`src/design/sffc_pkg.sv`:
```
`timescale 1ns / 1ps
// Package for the small float format converter.
// Holds operation codes and the per-format conversion functions; no dependencies.
package sffc_pkg;

	typedef enum logic [2:0] {
		FUNC_H2S = 3'd0,
		FUNC_S2H = 3'd1,
		FUNC_BF2S = 3'd2,
		FUNC_S2BF = 3'd3,
		FUNC_E2H = 3'd4,
		FUNC_H2E = 3'd5,
		FUNC_H2E_SAT = 3'd6,
		FUNC_NONE = 3'd7
	} func_t;

	function automatic logic [31:0] h_to_s(input logic [15:0] h);
		logic [31:0] sign;
		logic [14:0] mag;
		logic [3:0] lz;
		logic [9:0] m;
		logic [7:0] e;
		sign = {h[15], 31'd0};
		mag = h[14:0];
		lz = 4'd0;
		for (int i = 9; i >= 0; i--) begin
			if (mag[i] && lz == 4'd0) lz = 4'(10 - i);
		end
		m = 10'(mag[9:0] << lz);
		e = 8'(8'd113 - 8'(lz));
		if (mag >= 15'h7C00) return sign | 32'h7F800000 | {9'd0, mag[9:0], 13'd0};
		if (mag >= 15'h0400) return sign | ({4'd0, mag, 13'd0} + 32'h38000000);
		if (mag == 15'd0) return sign;
		return sign | {1'b0, e, m, 13'd0};
	endfunction

	function automatic logic [15:0] s_to_h(input logic [31:0] s);
		logic [15:0] sign;
		logic [30:0] mag;
		logic [7:0] e;
		logic [31:0] v;
		logic [23:0] sig;
		logic [4:0] sh;
		logic [23:0] q;
		logic [23:0] msk;
		logic [23:0] rem;
		logic [23:0] half;
		sign = {s[31], 15'd0};
		mag = s[30:0];
		e = mag[30:23];
		v = {1'b0, mag} - 32'h38000000;
		v = v + {31'd0, v[13]};
		v = v + 32'hFFF;
		v = v >> 13;
		if (v > 32'h7C00) v = 32'h7C00;
		sig = {1'b1, mag[22:0]};
		sh = 5'(8'd126 - e);
		q = sig >> sh;
		msk = (24'd1 << sh) - 24'd1;
		rem = sig & msk;
		half = 24'd1 << (sh - 5'd1);
		if (rem > half || (rem == half && q[0])) q = q + 24'd1;
		if (mag > 31'h7F800000) return sign | 16'h7E00;
		if (e >= 8'd113) return sign | v[15:0];
		if (e == 8'd0 || e < 8'd102) return sign;
		return sign | q[15:0];
	endfunction

	function automatic logic [15:0] s_to_bf(input logic [31:0] s);
		logic nan;
		logic [31:0] u;
		logic [15:0] b;
		nan = s[30:0] > 31'h7F800000;
		u = s + 32'd32767 + ((s[16:0] == 17'h18000) ? 32'h10000 : 32'd0);
		b = u[31:16];
		if (b[14:0] == 15'h7F80 && nan) return b + 16'h40;
		if (b[14:0] == 15'd0 && nan) return b - 16'd1;
		return b;
	endfunction

	function automatic logic [15:0] round_low_byte(input logic [15:0] h);
		return h + 16'h80 - ((h[8:0] == 9'h080) ? 16'd1 : 16'd0);
	endfunction

	function automatic logic [7:0] h_to_e5m2(input logic [15:0] h, input logic sat);
		logic [15:0] r;
		if (sat) begin
			if (h[14:0] >= 15'h7B80) r = (h - 16'd1) | 16'h0300;
			else r = round_low_byte(h);
		end else if (h[14:10] == 5'h1F) begin
			r = (h[7:0] != 8'd0) ? (h | 16'h7F00) : h;
		end else begin
			r = round_low_byte(h);
		end
		return r[15:8];
	endfunction

endpackage

```
`src/design/sffc_core.sv`:
```
`timescale 1ns / 1ps
// Combinational conversion datapath of the small float format converter.
// Depends on sffc_pkg.
module sffc_core (
	input logic [2:0] func,
	input logic [31:0] operand,
	output logic [31:0] converted
);
	always_comb begin
		unique case (sffc_pkg::func_t'(func))
			sffc_pkg::FUNC_H2S: converted = sffc_pkg::h_to_s(operand[15:0]);
			sffc_pkg::FUNC_S2H: converted = {16'd0, sffc_pkg::s_to_h(operand)};
			sffc_pkg::FUNC_BF2S: converted = {operand[15:0], 16'd0};
			sffc_pkg::FUNC_S2BF: converted = {16'd0, sffc_pkg::s_to_bf(operand)};
			sffc_pkg::FUNC_E2H: converted = {16'd0, operand[7:0], 8'd0};
			sffc_pkg::FUNC_H2E: converted = {24'd0, sffc_pkg::h_to_e5m2(operand[15:0], 1'b0)};
			sffc_pkg::FUNC_H2E_SAT:
				converted = {24'd0, sffc_pkg::h_to_e5m2(operand[15:0], 1'b1)};
			default: converted = 32'd0;
		endcase
	end
endmodule

```
`src/design/small_float_format_converter_unit.sv`:
```
`timescale 1ns / 1ps
// Top level of the small float format converter: input register, datapath, result register.
// Depends on sffc_pkg and sffc_core.
// One request per clock while m_axis_tready does not stall the output; a request passes
// through the input register, one combinational pass and the result register.
module small_float_format_converter_unit (
	input logic clk,
	input logic arst_n,
	input logic s_axis_tvalid,
	output logic s_axis_tready,
	input logic [39:0] s_axis_tdata, // func[2:0], operand[34:3], zero pad
	output logic m_axis_tvalid,
	input logic m_axis_tready,
	output logic [31:0] m_axis_tdata // converted[31:0]
);
	logic v_s1;
	logic [2:0] func_s1;
	logic [31:0] op_s1;
	logic [31:0] conv;
	logic adv_s1;
	logic adv_out;

	assign adv_out = !m_axis_tvalid || m_axis_tready;
	assign adv_s1 = !v_s1 || adv_out;
	assign s_axis_tready = adv_s1;

	always_ff @(posedge clk or negedge arst_n) begin
		if (!arst_n) begin
			v_s1 <= 1'b0;
		end else if (adv_s1) begin
			v_s1 <= s_axis_tvalid;
		end
	end

	always_ff @(posedge clk) begin
		if (adv_s1 && s_axis_tvalid) begin
			func_s1 <= s_axis_tdata[2:0];
			op_s1 <= s_axis_tdata[34:3];
		end
	end

	sffc_core u_core (
		.func(func_s1),
		.operand(op_s1),
		.converted(conv)
	);

	always_ff @(posedge clk or negedge arst_n) begin
		if (!arst_n) begin
			m_axis_tvalid <= 1'b0;
		end else if (adv_out) begin
			m_axis_tvalid <= v_s1;
		end
	end

	always_ff @(posedge clk) begin
		if (adv_out && v_s1) begin
			m_axis_tdata <= conv;
		end
	end

	a_hold: assert property (@(posedge clk) disable iff (!arst_n)
		m_axis_tvalid && !m_axis_tready |=> m_axis_tvalid && $stable(m_axis_tdata))
		else $error("result dropped under stall");
	a_move: assert property (@(posedge clk) disable iff (!arst_n)
		v_s1 && adv_out |=> m_axis_tvalid)
		else $error("stage request lost");
	a_ready: assert property (@(posedge clk) disable iff (!arst_n)
		!s_axis_tready |-> v_s1 && m_axis_tvalid)
		else $error("ready low without full pipeline");
endmodule
```
`config.mk`:
```
export PLATFORM = sky130hd
export DESIGN_NAME = small_float_format_converter_unit
export DESIGN_NICKNAME = d
export VERILOG_FILES = /design/src/design/sffc_pkg.sv /design/src/design/sffc_core.sv /design/src/design/small_float_format_converter_unit.sv
export SDC_FILE = /design/constraint.sdc
export NUM_CORES = 1
export LEC_CHECK = 0
export ABC_CLOCK_PERIOD_IN_PS = 6000
export BUFFER_PORTS_ARGS = -buffer_cell sky130_fd_sc_hd__buf_2
export CAP_MARGIN = 30
export CORE_MARGIN = 4
export CORE_UTILIZATION = 50
export CTS_BUF_LIST = sky130_fd_sc_hd__clkbuf_2
export DETAILED_ROUTE_END_ITERATION = 6
export PLACE_DENSITY = 0.74
export SLEW_MARGIN = 10
export SYNTH_ARGS = -nofsm -noshare
export SYNTH_HDL_FRONTEND = slang
export SYNTH_SLANG_ARGS = --single-unit
export TNS_END_PERCENT = 5
```
`constraint.sdc`:
```
create_clock -name clk -period 6 [get_ports clk]
set_input_delay 0.9 -clock clk [delete_from_list [all_inputs] [get_ports clk]]
set_output_delay 0.9 -clock clk [all_outputs]
set_load 0.03 [all_outputs]
```
* Word level (Yosys, flattened, before mapping)
Index checks and enable logic that the tools add are counted.
Storage, ports and cells: bits in registers 69, bits of input ports 44, output and inout port bits 34, word-level logic and storage cells 153
Operators by class: $add $sub $neg 16, magnitude comparators 8, equality and inequality tests 11, shift operators 4, mux-type cells 69, bitwise operators 6, reductions and logical operators 34
Operators by type and width (number):
- 16-bit two-way mux | 16
- 32-bit case mux with 7 select lines | 1
- 32-bit two-way mux | 6
- 4-bit two-way mux | 19
- 32-bit by 31-bit bitwise OR with 32-bit output | 2
- 1-bit by 5-bit left shift with 24-bit output, first input constant | 2
- 4-bit zero test | 9
- 32-bit by 1-bit adder with 32-bit output | 1
- 32-bit by 12-bit adder with 32-bit output, second input constant | 1
- 32-bit by 15-bit adder with 32-bit output, second input constant | 1
- 32-bit adder | 1
- 16-bit bitwise OR | 2
- 32-bit by 23-bit bitwise OR with 32-bit output | 1
- 16-bit by 1-bit subtractor with 16-bit output, second input constant | 2
- 31-bit by 30-bit subtractor with 32-bit output, second input constant | 1
- 28-bit by 30-bit adder with 31-bit output, second input constant | 1
- 31-bit > comparator, second input constant | 1
- 15-bit greater-or-equal comparator, second input constant | 2
- 15-bit zero test | 2
- 1-bit two-way mux | 25
- 24-bit AND | 1
- 24-bit == test | 1
- 24-bit > comparator | 1
- 24-bit by 5-bit right shift with 16-bit output | 1
- other kinds (28) | 48

* Longest topological paths before layout
word-level depth 44, depth in mapped cells 26, gate-level depth less buffers 22

* By module
Synthesis repeated with hierarchy kept, for this count alone.
Unflattened totals: cell total of the unflattened synthesis 1176, area, all modules 9599.2 µm²
By module, submodules not included:
- sffc_core | instances 1, cells an instance 1101, area each 7483.4 µm², sequential area each 0.0 µm²
- small_float_format_converter_unit | instances 1, cells an instance 75, area each 2115.8 µm², sequential area each 2062.0 µm²

* Worst setup path before layout
Ideal clock, no wire load.
path kind reg2reg, from register op_s1[23], to register m_axis_tdata[4] (data pin), setup time 275 ps, arrival time 5545 ps, required time 5725 ps, path slack 180 ps, cell stages (with the launch flop) 27, path buffers 5, period minus slack after synthesis 5820 ps, path through edfxtp_1 > ha_1 > buf_4 > xnor2_2 > inv_2 > buf_6 > buf_2 > buf_2 > buf_2 > nand3_1 > ha_1 > a21boi_2 > o21ai_1 > a2111oi_2 > mux2i_1 > a21oi_1 > nor2_1 > ha_1 > nand4_1 > nor4_1 > and2_1 > nor3_1 > a32oi_1 > nand4_1 > xnor2_1 > a2111oi_0 > o41ai_1
On the way: word-level cells in the longest chain between the ends 14, elaborated cells on any way between the ends 56, classes of those cells add/sub (9); order compare (5); eq/ne (2); shift (3); mux (27); bitwise (3); reduce/logical (7)
RTL lines:
- start: declaration | RTL line small_float_format_converter_unit.sv:18 | logic [31:0] op_s1;
- start signal: assignment | RTL line small_float_format_converter_unit.sv:38 | op_s1 <= s_axis_tdata[34:3];
- parallel branches: the longest is 13 deep, another holds 31-bit by 30-bit subtractor with 32-bit output
- 32-bit case mux with 7 select lines * | RTL line sffc_core.sv:10 | unique case (sffc_pkg::func_t'(func))
- named net conv[4] | RTL line small_float_format_converter_unit.sv:19 | logic [31:0] conv;
- end signal: assignment | RTL line small_float_format_converter_unit.sv:58 | m_axis_tdata <= conv;
- end: declaration | RTL line small_float_format_converter_unit.sv:14 | output logic [31:0] m_axis_tdata
Mark *: on every way through the listed nets, which the timed path passes. The select of a mux whose other input is x is not followed. A chain may end at the register's enable or synchronous reset.

* Worst setup path in the final report
Ends and elaborated chain as after synthesis.

==> reports/qor.yml <==
run_status:
  outcome: "complete, no violations"
critical_path:
  critPathSlowestCell: "a2111oi_1"
  critical_path.max_stage_delay_ps: 480
  setup.worst_path.end_class: "flop"
  path_buf_inv: 2
  critPathMaxFanout: 34
  start_kind: "flop"
  cp_top_family: "compound AO/OA/AOI/OAI gates"
  crit_required_ps: 6370
  path_class: "flop to flop"
  cp.arrival_ps: 6180
  worstPathCellList: "buf_6 -> inv_2 -> ha_1 -> or3_1 -> o2bb2ai_1 -> o2111a_2 -> nand2b_1 -> mux2i_1 -> a22oi_1 -> nor2b_1 -> ha_1 -> nand4_1 -> nor4_2 -> and2_1 -> nor3_1 -> a32oi_2 -> nand4_1 -> xnor2_1 -> a2111oi_1 -> o41ai_1"
clocking:
  cts_root_buf: "clkbuf_2"
  cts_tree: "done"
  clkLatencyLatePin_ps: 660
  clk_path_buf_depth: 2
  clk_pin_slew_ps: 290
  cts.sinks: 69
  cts_buffers: 9
  cts-htree-levels: 3
timing:
  hold_slack_ps: 379.4
  timing.setup.tns_ps: 0
  min_period_over_period_pct: 96.78
  max_slew.worst_pin.slew_ps: 843.5
  setup-violations-final: 0
  fmax_mhz: 172.2
  maxSlewViolCount: 0
  max_slew_margin_pct: 43.77
  setup_ws_ps: 193.4
  hold_violations: 0
  rsz0062_at_grt: "false"
  fin_skew_ps: 56.22
  period_needed_ps: 5807
place:
  placed_cell_area_um2: 10140
  dpl.hpwl_mm: 23.38
  portBuffers: 72
  gp_congestion: 1.010
  place_ws_ps: -4.994
  post-place-cells: 1419
grt:
  track_usage_pct: 28.59
  grt_overflow: 0
  antenna_found_initial: 2
  grt_max_degree: 37
  grt_pass1_wl_mm: 49.05
  grt_pass1_vias: 8985
yosys:
  yosys_register_bits: 69
  synth.top_cell.area_share_pct: 21.25
  netlist_instances: 1140
  postSynthAreaPerCell_um2: 8.306
  yosysSeqAreaShare_pct: 21.78
  synth_warnings: 0
  synth_area_leaders: "edfxtp_1 21%, ha_1 11%, xnor2_1 4.5%, nand2_1 4.3%, mux2i_1 4.2%"
  synth_nets: 1268
  synth_ff_type: "edfxtp_1"
  synth_top_area_cell: "edfxtp_1"
  synthesis.area_um2: 9469
  synth_edf_count: 67
  synth_cell_types: 97
  async_flop_share_pct: 2.899
power:
  cellPowerDensity_nw_per_um2: 174.5
  p_leak_nw: 4.015
  ir_worst_vdd_mv: 0.1397
  finalPower_mw: 1.797
final_layout:
  fill_cells: 1792
  drive_above_1_share_pct: 17.37
  final_common_cell: "nand2_1"
  area_growth_pct: 8.774
  nNetsFinal: 1326
  final_cell_area_um2: 10300
  fin_cells: 1438
  postLayoutCoreUtil_pct: 55.25
  layout_common_cells: "108 x nand2_1, 84 x ha_1, 74 x a21oi_1"
drt:
  drt_first_iter_violations: 1319
  post_drt_via_cell_ratio: 6.700
  dr.pass1.iters: 7
  vias: 9634
  wire_per_inst_um: 21.53
  postRouteAntennaNets: 0
  routed_wl_mm: 30.95
  drc: 0
floorplanning:
  core_um2: 18640
  io_pins: 78
  start_util_pct: 50.79
  die_y_um: 145.6
  die_area_um2: 21200
  die_x_um: 145.6
  std_cell_rows: 50
hold_path:
  min_path_type: "input pin to flop"
run:
  maxCapViolCount: 0
## registers in the layout, summed over array words and instances (netlist names)
name and count:
m_axis_tvalid 1, v_s1 1, m_axis_tdata 32, op_s1 32, func_s1 3
## layout make-up
| cell class | instances | area (um^2) | area share [%] |
|---|---|---|---|
| diodes | 1 | 2.502 | 0.02430 |
| clock inverters | 7 | 78.83 | 0.7653 |
| well taps | 234 | 292.8 | 2.843 |
| flip-flops and latches | 69 | 2062 | 20.02 |
| clock buffers | 9 | 45.04 | 0.4373 |
| repair buffers | 121 | 734.5 | 7.131 |
| inverters | 49 | 183.9 | 1.786 |
| multi-input cells | 948 | 6900 | 66.99 |
## power breakdown
part | switching (mW) | internal, mW
Combinational | 0.542 | 0.327
Clock | 0.241 | 0.0709
Sequential | 0.0403 | 0.576
## layer usage
layer | GRT usage (%) | vias up | wire (um)
li1 | - | 4423 | -
met1 | 38.74 | 4458 | 12520
met2 | 44.92 | 619 | 13690
met3 | 5.512 | 132 | 3147
met4 | 11.87 | 2 | 1583
met5 | 0 | - | 7
## repair_timing
action / CTS / global route
hold endpoints to repair: 2 / 0
hold buffers: 1 / 0
pin swaps: 0 / 1
endpoints found under the setup margin: 1 / 8
resized for setup: 1 / 4
buffers inserted: 0 / 1
cloned: 0 / 0
## cell families (layout without fill, tap and decap cells)
| kind of cell | after synthesis | in the layout | share of synthesized area (%) |
|---|---|---|---|
| XOR/XNOR | 74 | 74 | 7.003 |
| AO/OA/AOI/OAI | 300 | 300 | 21.25 |
| flip-flops | 69 | 69 | 21.78 |
| AND/OR/NAND/NOR | 416 | 416 | 23.44 |
| buffers and inverters | 123 | 186 | 5.616 |
| multiplexers | 74 | 74 | 9.818 |
| adder cells (fa/ha/maj) | 84 | 84 | 11.10 |
| other | 0 | 1 | 0 |
## path summary, 6_finish.rpt
path	to	slack [ps]	from	depth (start not counted)
min in group asynchronous	m_axis_tvalid$_DFFE_PN0P_	470	arst_n	2
max	m_axis_tdata[4]$_DFFE_PP_	190	op_s1[23]$_DFFE_PP_	20
min	op_s1[12]$_DFFE_PP_	380	s_axis_tdata[15]	1
max in group asynchronous	v_s1$_DFFE_PN0N_	5450	arst_n	2
min reg2reg	m_axis_tvalid$_DFFE_PN0P_	530	v_s1$_DFFE_PN0N_	1
max reg2reg	m_axis_tdata[4]$_DFFE_PP_	190	op_s1[23]$_DFFE_PP_	20
## synthesized netlist by cell type, types with 18 or more instances
master,n
ha_1,84
mux2_2,21
nand4_1,27
inv_1,44
a21oi_1,74
xnor2_1,49
edfxtp_1,67
nor3_1,34
nand2_1,108
clkbuf_1,45
nor2_1,72
nand3_1,43
o21ai_0,65
mux2i_1,40
xor2_1,23
nor2b_1,18
Note: power is estimated with default switching activity, not from simulation.
